`config.mk`:
```
export PLATFORM = sky130hd
export DESIGN_NAME = rvm_sqrt_cell
export DESIGN_NICKNAME = d
export VERILOG_FILES = /design/src/sv/rvm_pkg.sv /design/src/sv/rvm_sqrt_cell.sv
export SDC_FILE = /design/constraint.sdc
export NUM_CORES = 1
export LEC_CHECK = 0
export BUFFER_PORTS_ARGS = -buffer_cell sky130_fd_sc_hd__buf_2
export CORE_MARGIN = 5
export CORE_UTILIZATION = 48
export DETAILED_ROUTE_END_ITERATION = 12
export PLACE_DENSITY = 0.84
export SLEW_MARGIN = 10
export SYNTH_ARGS = -nofsm -noshare
export SYNTH_HDL_FRONTEND = slang
export SYNTH_SLANG_ARGS = --single-unit
```
`constraint.sdc`:
```
create_clock -name clk -period 0.8 [get_ports clk]
set_clock_uncertainty 0.2 [all_clocks]
set_input_delay 0.08 -clock clk [delete_from_list [all_inputs] [get_ports clk]]
set_output_delay 0.08 -clock clk [all_outputs]
set_load 0.005 [all_outputs]
```
`src/sv/rvm_pkg.sv`:
```
// ============================================================================
// rvm_pkg
// Shared types, constants and coefficient tables for the rotation vector to
// rotation matrix pipeline.
// ============================================================================
package rvm_pkg;

    // Pipeline geometry
    localparam int SQRT_CELLS   = 20;
    localparam int DIV_CELLS    = 31;
    localparam int HORNER_CELLS = 5;
    // input, square, sum | sqrt | divide | 4 range steps + q | Horner | 5 tail stages
    localparam int PIPE_DEPTH   = 3 + SQRT_CELLS + DIV_CELLS + 5 + 3 * HORNER_CELLS + 5;

    // Fixed-point constants (Q30 angle and trig values, Q14 matrix entries)
    localparam logic [30:0]        Q30_ONE     = 31'h4000_0000;
    localparam logic [33:0]        Q30_PI      = 34'd3373259426;
    localparam logic [33:0]        Q30_HALF_PI = 34'd1686629713;
    localparam logic [33:0]        Q30_TWO_PI  = 34'd6746518852;
    localparam logic signed [15:0] Q14_ONE     = 16'sd16384;
    localparam longint unsigned    RECIP_SCALE = 64'd4294967296;

    // Divisors of one Horner step and their truncated 2^32 reciprocals
    typedef struct packed {
        logic [7:0]  k_sin;
        logic [7:0]  k_cos;
        logic [29:0] m_sin;
        logic [29:0] m_cos;
    } horner_coef_t;

    localparam horner_coef_t HORNER_COEF [HORNER_CELLS] = '{
        '{8'd110, 8'd132, 30'(RECIP_SCALE / 110), 30'(RECIP_SCALE / 132)},
        '{8'd72,  8'd90,  30'(RECIP_SCALE / 72),  30'(RECIP_SCALE / 90)},
        '{8'd42,  8'd56,  30'(RECIP_SCALE / 42),  30'(RECIP_SCALE / 56)},
        '{8'd20,  8'd30,  30'(RECIP_SCALE / 20),  30'(RECIP_SCALE / 30)},
        '{8'd6,   8'd12,  30'(RECIP_SCALE / 6),   30'(RECIP_SCALE / 12)}
    };

    // Request: rotation vector, Q3.12 radians
    typedef struct packed {
        logic signed [15:0] rot_x;
        logic signed [15:0] rot_y;
        logic signed [15:0] rot_z;
    } rot_in_t;

    // Result: row-major matrix, Q1.14
    typedef struct packed {
        logic signed [15:0] r00;
        logic signed [15:0] r01;
        logic signed [15:0] r02;
        logic signed [15:0] r10;
        logic signed [15:0] r11;
        logic signed [15:0] r12;
        logic signed [15:0] r20;
        logic signed [15:0] r21;
        logic signed [15:0] r22;
    } rot_out_t;

    // Square root chain: remainder, partial root, vector riding along
    typedef struct packed {
        logic [39:0]      rem;
        logic [39:0]      res;
        logic [2:0][15:0] vec;
    } sqrt_bus_t;

    // Divider chain: norm, signs, per-lane remainder and quotient
    typedef struct packed {
        logic [19:0]      th;
        logic [2:0]       neg;
        logic [2:0][49:0] rem;
        logic [2:0][30:0] quo;
    } div_bus_t;

    // Trig chain: reduced angle, its square, running Horner terms, axis
    typedef struct packed {
        logic             zero;
        logic             neg_s;
        logic             neg_c;
        logic [30:0]      ang;
        logic [31:0]      q;
        logic [30:0]      t_sin;
        logic [30:0]      t_cos;
        logic [2:0][31:0] u;
    } trig_bus_t;

endpackage

```
`src/sv/rvm_sqrt_cell.sv`:
```
// ============================================================================
// rvm_sqrt_cell
// One bit of the pipelined integer square root: trial subtract at a fixed
// bit pair, shift the partial root, register the result.
// ============================================================================
module rvm_sqrt_cell
    import rvm_pkg::*;
(
    input  logic      clk,
    input  logic      rst_n,
    input  logic [4:0] idx,
    input  logic      valid_up,
    input  sqrt_bus_t bus_up,
    output logic      valid_dn,
    output sqrt_bus_t bus_dn
);

    logic      valid_reg;
    sqrt_bus_t bus_reg;
    sqrt_bus_t bus_next;
    logic [39:0] bit_w;
    logic [39:0] trial;

    // Trial subtract of root plus bit
    always_comb
    begin
        bit_w    = 40'd1 << {idx, 1'b0};
        trial    = bus_up.res + bit_w;
        bus_next = bus_up;
        if (bus_up.rem >= trial)
        begin
            bus_next.rem = bus_up.rem - trial;
            bus_next.res = (bus_up.res >> 1) + bit_w;
        end
        else
        begin
            bus_next.res = bus_up.res >> 1;
        end
    end

    // Advance the valid flag
    always_ff @(posedge clk or negedge rst_n)
    begin
        if (!rst_n)
        begin
            valid_reg <= 1'b0;
        end
        else
        begin
            valid_reg <= valid_up;
        end
    end

    // Hold the payload
    always_ff @(posedge clk)
    begin
        bus_reg <= bus_next;
    end

    assign valid_dn = valid_reg;
    assign bus_dn   = bus_reg;

endmodule

```
==> metrics.txt, run 1 <==
# TYPE chip_impl_metric gauge
chip_impl_info{name="outcome",value="stopped before the end"} 1
chip_impl_info{name="flow.stopped_at",value="5_1_grt"} 1
chip_impl_info{name="tool.error",value="[ERROR GRT-0232] Routing congestion too high. Check the congestion heatmap in the GUI."} 1
chip_impl_metric{name="synth_fa_ha_area_share",unit="%"} 10.1
chip_impl_info{name="synth.top_cells.by_area",value="sky130_fd_sc_hd__dfxtp_1 (27%), sky130_fd_sc_hd__ha_1 (9.9%), sky130_fd_sc_hd__a21oi_1 (5.4%)"} 1
chip_impl_metric{name="clock_path_buffers",unit=""} 2
chip_impl_metric{name="tritoncts.num_buffers",unit=""} 17
chip_impl_metric{name="initial_antenna_violation_count",unit=""} 13
chip_impl_metric{name="dp_hpwl",unit="um"} 30200
chip_impl_metric{name="htreeDepth",unit=""} 4
chip_impl_metric{name="synthCells",unit=""} 1179
chip_impl_metric{name="yosys.area_share.simple",unit="%"} 20.7
chip_impl_metric{name="floorplan.initialDensity",unit="%"} 48.4
chip_impl_metric{name="io_pins",unit=""} 265
chip_impl_metric{name="chipHeight",unit="um"} 150
chip_impl_metric{name="mappedNetlistNets",unit=""} 1390
chip_impl_metric{name="globalRouteTotalUtil",unit="%"} 82.0
chip_impl_metric{name="synth_compound_gate_area_share",unit="%"} 27.4
chip_impl_info{name="synthFlopType",value="sky130_fd_sc_hd__dfxtp_1"} 1
chip_impl_metric{name="global_route.overflow_total",unit=""} 184
chip_impl_metric{name="synth_area_per_cell",unit="um^2"} 7.93
chip_impl_info{name="worstEpCategory",value="register input"} 1
chip_impl_metric{name="ys_seq_elements",unit=""} 129
chip_impl_info{name="synth_top_family_by_area",value="compound AO/OA/AOI/OAI gates"} 1
chip_impl_metric{name="post_synth_arst_share",unit="%"} 0.775
chip_impl_info{name="synth_top_area_cell",value="sky130_fd_sc_hd__dfxtp_1"} 1
chip_impl_metric{name="synth.top_cell.area_share",unit="%"} 27.4
chip_impl_metric{name="std_cell_rows",unit=""} 51
chip_impl_info{name="yosys-top-cells-count",value="sky130_fd_sc_hd__dfxtp_1 (128), sky130_fd_sc_hd__nand2_1 (121), sky130_fd_sc_hd__nor2_1 (110)"} 1
chip_impl_metric{name="synth.cell_area",unit="um^2"} 9350
chip_impl_info{name="synth_most_common_cell",value="sky130_fd_sc_hd__dfxtp_1"} 1
chip_impl_metric{name="placement.io_buffers",unit=""} 264
chip_impl_metric{name="area_share_of_xor_xnor_cells_in_the_synthesized_design",unit="%"} 9.93
chip_impl_info{name="clock_tree.root_cell",value="sky130_fd_sc_hd__clkbuf_16"} 1
chip_impl_metric{name="clock_sinks",unit=""} 129
chip_impl_metric{name="yosysSeqAreaShare",unit="%"} 27.7
chip_impl_metric{name="synth-edff-count",unit=""} 0
chip_impl_metric{name="place_congestion",unit=""} 0.983
chip_impl_metric{name="grt_start_max_net_pins",unit=""} 17
chip_impl_metric{name="die_w",unit="um"} 150
chip_impl_metric{name="synth_mux_area_share",unit="%"} 0
chip_impl_metric{name="synth-warning-count",unit=""} 0
chip_impl_info{name="grt_worst_setup_endpoint",value="bus_dn[91]$_DFF_P_/D"} 1
chip_impl_metric{name="synthDistinctLibCells",unit=""} 83
-- per-layer routing --
layer  global-route usage, %  GRT overflow
met2                    96.1            93
met4                    88.1            75
met5                    41.6             0
met3                    70.5             8
met1                    78.3             8
-- timing repair --
item,CTS
endpoints found under the hold margin,126
gates cloned,12
gates resized for setup,243
endpoints found under the setup margin,209
pin swaps,79
hold buffers,67
buffers inserted,41
-- cells by family after synthesis --
group | count (synthesis)
flops | 129
simple gates | 403
buf+inv | 92
xor+xnor | 106
compound gates | 374
fa+ha+maj | 75
-- stage by stage --
step	TNS, ns	setup WS (ns)	instances	util, %	instance area, um^2
4_1_cts	-332.80	-3.71	2232	87.7	17000
3_5_place_dp	-360.82	-4.59	2081	73.5	14200
3_3_place_gp	-356.13	-4.53	2081	73.5	14200
2_1_floorplan	-333.70	-4.33	1179	-	9610
==> run 2, diff against run 1 <==
--- a/config.mk
+++ b/config.mk
@@ -7,9 +7,9 @@
 export LEC_CHECK = 0
 export BUFFER_PORTS_ARGS = -buffer_cell sky130_fd_sc_hd__buf_2
 export CORE_MARGIN = 5
-export CORE_UTILIZATION = 48
+export CORE_UTILIZATION = 40
 export DETAILED_ROUTE_END_ITERATION = 12
-export PLACE_DENSITY = 0.84
+export PLACE_DENSITY_LB_ADDON = 0.15
 export SLEW_MARGIN = 10
 export SYNTH_ARGS = -nofsm -noshare
 export SYNTH_HDL_FRONTEND = slang
==> constraint.sdc (replaced) <==
create_clock -name clk -period 1 [get_ports clk]
set_clock_uncertainty 0.2 [all_clocks]
set_input_delay 0.1 -clock clk [delete_from_list [all_inputs] [get_ports clk]]
set_output_delay 0.1 -clock clk [all_outputs]
set_load 0.005 [all_outputs]
==> run 2 against run 1 <==
  * The flow now finishes, with violations (negative hold slack, negative setup slack)
  * Area after synthesis is the same
  * Synthesized cell count is the same
==> metrics.txt, run 2 <==
# TYPE chip_impl_metric gauge
chip_impl_metric{name="post_synth_arst_share",unit="%"} 0.775
chip_impl_info{name="yosys-top-cells-count",value="sky130_fd_sc_hd__dfxtp_1 (128), sky130_fd_sc_hd__nand2_1 (121), sky130_fd_sc_hd__nor2_1 (110)"} 1
chip_impl_metric{name="maximum_achievable_frequency",unit="MHz"} 212
chip_impl_metric{name="htreeDepth",unit=""} 4
chip_impl_metric{name="std_cell_rows",unit=""} 56
chip_impl_metric{name="place_congestion",unit=""} 0.945
chip_impl_metric{name="mappedNetlistNets",unit=""} 1390
chip_impl_metric{name="clock_sinks",unit=""} 129
chip_impl_metric{name="nFillCells",unit=""} 1752
chip_impl_metric{name="hold_ws",unit="ns"} -0.127
chip_impl_metric{name="placement.cell_area",unit="um^2"} 14400
chip_impl_metric{name="syn_to_layout_area_delta",unit="%"} 89.6
chip_impl_metric{name="yosysSeqAreaShare",unit="%"} 27.7
chip_impl_metric{name="ir_drop",unit="mV"} 1.05
chip_impl_metric{name="core_region_area",unit="um^2"} 23300
chip_impl_metric{name="die_w",unit="um"} 163
chip_impl_metric{name="number_of_global_route_vias_before_repair",unit=""} 12036
chip_impl_metric{name="avgViaCountPerCell",unit=""} 5.24
chip_impl_metric{name="area.sequential",unit="um^2"} 2650
chip_impl_metric{name="synth_area_per_cell",unit="um^2"} 7.93
chip_impl_info{name="synth_top_area_cell",value="sky130_fd_sc_hd__dfxtp_1"} 1
chip_impl_info{name="worstSetupPathType",value="in2reg"} 1
chip_impl_metric{name="grt_pass1_wl",unit="um"} 62000
chip_impl_metric{name="powerDensity",unit="nW/um^2"} 1180
chip_impl_metric{name="critical_path_peak_fanout",unit=""} 9
chip_impl_metric{name="ys_seq_elements",unit=""} 129
chip_impl_metric{name="chipHeight",unit="um"} 163
chip_impl_info{name="grt_setup_unrepaired",value="yes"} 1
chip_impl_metric{name="synth-warning-count",unit=""} 0
chip_impl_metric{name="worst_pin_slew",unit="ns"} 0.539
chip_impl_metric{name="grt_start_max_net_pins",unit=""} 17
chip_impl_info{name="worst_hold_path_type",value="in2reg"} 1
chip_impl_metric{name="fin_setup_tns",unit="ns"} -304.36
chip_impl_metric{name="worst_setup_hold_path_clk_slew",unit="ns"} 0.06
chip_impl_metric{name="synthCells",unit=""} 1179
chip_impl_metric{name="floorplan.initialDensity",unit="%"} 40.2
chip_impl_metric{name="cap_viol_max_count",unit=""} 0
chip_impl_metric{name="dp_hpwl",unit="um"} 30100
chip_impl_metric{name="report.final.setup_viol",unit=""} 209
chip_impl_info{name="cts_tree",value="yes"} 1
chip_impl_info{name="synthFlopType",value="sky130_fd_sc_hd__dfxtp_1"} 1
chip_impl_metric{name="placement.io_buffers",unit=""} 264
chip_impl_metric{name="tritoncts.num_buffers",unit=""} 17
chip_impl_metric{name="die_area",unit="um^2"} 26500
chip_impl_metric{name="globalRouteMet3Util",unit="%"} 4.53
chip_impl_metric{name="area_occupied_by_multi_input_gates",unit="um^2"} 7270
chip_impl_metric{name="fin_ws",unit="ns"} -3.72
chip_impl_metric{name="final_hold_fails",unit=""} 10
chip_impl_metric{name="timing.critical_path.required",unit="ns"} 1.13
chip_impl_metric{name="max_slew_margin",unit="%"} 63.9
chip_impl_info{name="violations",value="negative hold slack, negative setup slack"} 1
chip_impl_metric{name="post-route-cell-area",unit="um^2"} 17700
chip_impl_metric{name="synth-edff-count",unit=""} 0
chip_impl_info{name="clock_tree.root_cell",value="sky130_fd_sc_hd__clkbuf_16"} 1
chip_impl_metric{name="initial_antenna_violation_count",unit=""} 1
chip_impl_metric{name="dr.pass1.iters",unit=""} 6
chip_impl_info{name="synth_most_common_cell",value="sky130_fd_sc_hd__dfxtp_1"} 1
chip_impl_info{name="global_route.peak_usage_layer",value="met2"} 1
chip_impl_metric{name="cp.arrival",unit="ns"} 4.85
chip_impl_metric{name="final_min_period_over_clock_period",unit="%"} 472
chip_impl_metric{name="met2_usage",unit="%"} 48.0
chip_impl_metric{name="met1_track_demand_over_resource_in_global_routing",unit="%"} 38.9
chip_impl_metric{name="drcViolationCount",unit=""} 0
chip_impl_metric{name="io_pins",unit=""} 265
chip_impl_info{name="worstSetupEndpointType",value="register"} 1
chip_impl_info{name="top_library_cells_by_usage_in_the_layout_fill_and_taps_aside",value="sky130_fd_sc_hd__buf_4 (453), sky130_fd_sc_hd__buf_2 (228), sky130_fd_sc_hd__dlygate4sd3_1 (116)"} 1
chip_impl_metric{name="clock_path_buffers",unit=""} 2
chip_impl_metric{name="postCtsHoldBufs",unit=""} 116
chip_impl_metric{name="routed-via-count",unit=""} 12269
chip_impl_metric{name="global_route.overflow_total",unit=""} 0
chip_impl_metric{name="wire_per_inst",unit="um"} 17.9
chip_impl_metric{name="final_max_slew_viol_count",unit=""} 0
chip_impl_metric{name="p_leak",unit="nW"} 8.32
chip_impl_metric{name="ant_nets",unit=""} 0
chip_impl_info{name="outcome",value="complete, but fails checks"} 1
chip_impl_info{name="endpoint",value="bus_dn[113]$_DFF_P_"} 1
chip_impl_info{name="synth.top_cells.by_area",value="sky130_fd_sc_hd__dfxtp_1 (27%), sky130_fd_sc_hd__ha_1 (9.9%), sky130_fd_sc_hd__a21oi_1 (5.4%)"} 1
chip_impl_metric{name="drt_wl_total",unit="um"} 41900
chip_impl_metric{name="drt_iter0_markers",unit=""} 694
chip_impl_metric{name="synth.top_cell.area_share",unit="%"} 27.4
chip_impl_metric{name="drive_gt1_share",unit="%"} 50.0
chip_impl_metric{name="globalRouteTotalUtil",unit="%"} 29.3
chip_impl_info{name="cp-start-kind",value="input port"} 1
chip_impl_metric{name="synthDistinctLibCells",unit=""} 83
chip_impl_metric{name="synth.cell_area",unit="um^2"} 9350
chip_impl_info{name="timing.critical_path.from",value="idx[0]"} 1
chip_impl_info{name="final_common_cell",value="sky130_fd_sc_hd__buf_4"} 1
chip_impl_metric{name="flip_flop_count_of_the_largest_register_all_copies_and_words_added",unit=""} 128
chip_impl_metric{name="min_period",unit="ns"} 4.72
chip_impl_metric{name="num-nets-final",unit=""} 2218
-- run 2: cell counts after synthesis --
Identical to the previous run, type by type.
-- run 2: cell type report --
cell class | count | area share, %
clock buffer | 18 | 2.42
sequential | 129 | 15.0
clock inverter | 14 | 0.953
antenna | 1 | 0.0141
timing repair buffer | 866 | 37.7
inverter | 34 | 0.720
multi-input combinational | 959 | 41.0
tap | 319 | 2.25
-- run 2: how the worst min path moves through the flow --
stage                      from                   to  slack [ns]  cells past startpoint
floorplan                 rst_n   valid_dn$_DFF_PN0_       -0.40                      0
global placement          rst_n   valid_dn$_DFF_PN0_       -0.33                      1
detailed placement        rst_n   valid_dn$_DFF_PN0_       -0.32                      1
CTS                  bus_up[64]   bus_dn[63]$_DFF_P_       -0.15                      3
global route         bus_up[62]   bus_dn[61]$_DFF_P_       -0.13                      3
finish              bus_up[124]  bus_dn[124]$_DFF_P_       -0.13                      3
-- run 2: critical path, cell delays in order --
cell	delay (ns)
sky130_fd_sc_hd__buf_6	0.09
sky130_fd_sc_hd__or3_4	0.42
sky130_fd_sc_hd__nor2_4	0.14
sky130_fd_sc_hd__ha_4	0.16
sky130_fd_sc_hd__ha_4	0.15
sky130_fd_sc_hd__nor2_4	0.04
sky130_fd_sc_hd__o31ai_4	0.22
sky130_fd_sc_hd__a31oi_4	0.13
sky130_fd_sc_hd__buf_6	0.14
sky130_fd_sc_hd__o31ai_4	0.26
sky130_fd_sc_hd__a2111oi_4	0.15
sky130_fd_sc_hd__buf_4	0.17
sky130_fd_sc_hd__o21bai_4	0.18
sky130_fd_sc_hd__a21oi_1	0.11
sky130_fd_sc_hd__xor2_1	0.17
sky130_fd_sc_hd__ha_1	0.30
sky130_fd_sc_hd__nand4_1	0.13
sky130_fd_sc_hd__or2_4	0.27
sky130_fd_sc_hd__or3_1	0.32
sky130_fd_sc_hd__a211oi_2	0.21
sky130_fd_sc_hd__o31ai_2	0.13
sky130_fd_sc_hd__buf_4	0.17
sky130_fd_sc_hd__nand2_8	0.08
sky130_fd_sc_hd__buf_12	0.19
sky130_fd_sc_hd__clkbuf_16	0.17
sky130_fd_sc_hd__nor2_1	0.03
sky130_fd_sc_hd__a21oi_1	0.21
-- run 2: logic make-up (layout without fill, tap and decap cells) --
group | count (synthesis) | count (layout) | synth area share [%]
xor+xnor | 106 | 106 | 9.93
other cells | 0 | 1 | 0
buf+inv | 92 | 932 | 4.15
simple gates | 403 | 404 | 20.7
compound gates | 374 | 374 | 27.4
flops | 129 | 129 | 27.7
fa+ha+maj | 75 | 75 | 10.1
-- run 2: per-stage QoR --
step	utilization [%]	power (mW)	cells	setup WS [ns]	hold slack [ns]
4_1_cts	72.0	19.9	2321	-3.54	-0.148
6_report	76.2	20.8	2340	-3.72	-0.127
5_1_grt	76.2	21.8	2340	-3.94	-0.130
2_1_floorplan	-	9.01	1179	-4.15	-0.396
3_3_place_gp	61.9	12.3	2155	-4.44	-0.326
3_5_place_dp	61.9	12.3	2155	-4.56	-0.321
-- run 2: timing repair --
item | in CTS | in global routing
buffers inserted | 14 | 15
setup endpoints to repair | 209 | 209
pin swaps | 43 | 53
resized for setup | 113 | 195
gates cloned | 4 | 4
endpoints found under the hold margin | 125 | 9
-- run 2: report_power, final --
| part | switching, mW | internal, mW | total [mW] |
|---|---|---|---|
| registers | 0.194 | 5.80 | 5.99 |
| clock network | 2.95 | 3.77 | 6.72 |
| logic | 3.83 | 4.30 | 8.13 |
-- run 2: metal layers --
layer / vias up / wire length (um)
li1: 6002 / -
met5: - / 7
met2: 502 / 19200
met3: 92 / 2890
met4: 2 / 1640
met1: 5671 / 18200
No activity file was read; power rests on OpenSTA's default activity.
==> run 3, diff against run 2 <==
--- a/config.mk
+++ b/config.mk
@@ -7,7 +7,7 @@
 export LEC_CHECK = 0
 export BUFFER_PORTS_ARGS = -buffer_cell sky130_fd_sc_hd__buf_2
 export CORE_MARGIN = 5
-export CORE_UTILIZATION = 40
+export CORE_UTILIZATION = 54
 export DETAILED_ROUTE_END_ITERATION = 12
 export PLACE_DENSITY_LB_ADDON = 0.15
 export SLEW_MARGIN = 10
==> run 3 against run 2 <==
  * The flow now stops in 4_1_cts
  * Area after synthesis did not move
  * Synthesized cell count did not move
==> metrics.txt, run 3 <==
# TYPE chip_impl_metric gauge
chip_impl_metric{name="die_w",unit="um"} 142
chip_impl_metric{name="post_synth_arst_share",unit="%"} 0.775
chip_impl_metric{name="dp_hpwl",unit="um"} 29800
chip_impl_metric{name="pre_cts_ws",unit="ns"} -4.48
chip_impl_metric{name="synthDistinctLibCells",unit=""} 83
chip_impl_metric{name="std_cell_rows",unit=""} 48
chip_impl_metric{name="htreeDepth",unit=""} 4
chip_impl_info{name="clock_tree.root_cell",value="sky130_fd_sc_hd__clkbuf_16"} 1
chip_impl_metric{name="cts_resized",unit=""} 188
chip_impl_info{name="flow.stopped_at",value="4_1_cts"} 1
chip_impl_metric{name="place_congestion",unit=""} 1.03
chip_impl_metric{name="mappedNetlistNets",unit=""} 1390
chip_impl_metric{name="cts.repair_timing.setup_buffer_count",unit=""} 36
chip_impl_metric{name="ys_seq_elements",unit=""} 129
chip_impl_info{name="tool.error",value="[ERROR DPL-0038] Utilization greater than 100%, impossible to legalize"} 1
chip_impl_info{name="synthFlopType",value="sky130_fd_sc_hd__dfxtp_1"} 1
chip_impl_metric{name="placement.cell_area",unit="um^2"} 14200
chip_impl_metric{name="synth_area_per_cell",unit="um^2"} 7.93
chip_impl_metric{name="clock_path_buffers",unit=""} 2
chip_impl_metric{name="floorplan.initialDensity",unit="%"} 54.6
chip_impl_metric{name="placement.io_buffers",unit=""} 264
chip_impl_info{name="synth_top_area_cell",value="sky130_fd_sc_hd__dfxtp_1"} 1
chip_impl_metric{name="placed_cells",unit=""} 2055
chip_impl_info{name="outcome",value="stopped before the end"} 1
chip_impl_metric{name="io_pins",unit=""} 265
chip_impl_metric{name="synth.top_cell.area_share",unit="%"} 27.4
chip_impl_info{name="synth.top_cells.by_area",value="sky130_fd_sc_hd__dfxtp_1 (27%), sky130_fd_sc_hd__ha_1 (9.9%), sky130_fd_sc_hd__a21oi_1 (5.4%)"} 1
chip_impl_metric{name="chipHeight",unit="um"} 142
chip_impl_metric{name="synthCells",unit=""} 1179
chip_impl_metric{name="synth-edff-count",unit=""} 0
chip_impl_metric{name="tritoncts.num_buffers",unit=""} 17
chip_impl_info{name="synth_most_common_cell",value="sky130_fd_sc_hd__dfxtp_1"} 1
chip_impl_info{name="yosys-top-cells-count",value="sky130_fd_sc_hd__dfxtp_1 (128), sky130_fd_sc_hd__nand2_1 (121), sky130_fd_sc_hd__nor2_1 (110)"} 1
chip_impl_metric{name="synth.cell_area",unit="um^2"} 9350
chip_impl_metric{name="clock_sinks",unit=""} 129
chip_impl_metric{name="yosysSeqAreaShare",unit="%"} 27.7
chip_impl_metric{name="synth-warning-count",unit=""} 0
chip_impl_metric{name="postCtsHoldBufs",unit=""} 119
run 3: cell counts after synthesis:
Identical to the previous run, type by type.
run 3: cells by family after synthesis:
logic type | after synthesis | share of synthesized area, %
AO/OA/AOI/OAI | 374 | 27.4
XOR/XNOR | 106 | 9.93
adder cells (fa/ha/maj) | 75 | 10.1
buffers and inverters | 92 | 4.15
flip-flops | 129 | 27.7
AND/OR/NAND/NOR | 403 | 20.7
run 3: through the flow:
| stage | utilization (%) | hold WS (ns) | TNS, ns |
|---|---|---|---|
| after floorplan | - | -0.396 | -319.30 |
| after global placement | 83.1 | -0.326 | -342.15 |
| after detailed placement | 83.1 | -0.315 | -347.94 |
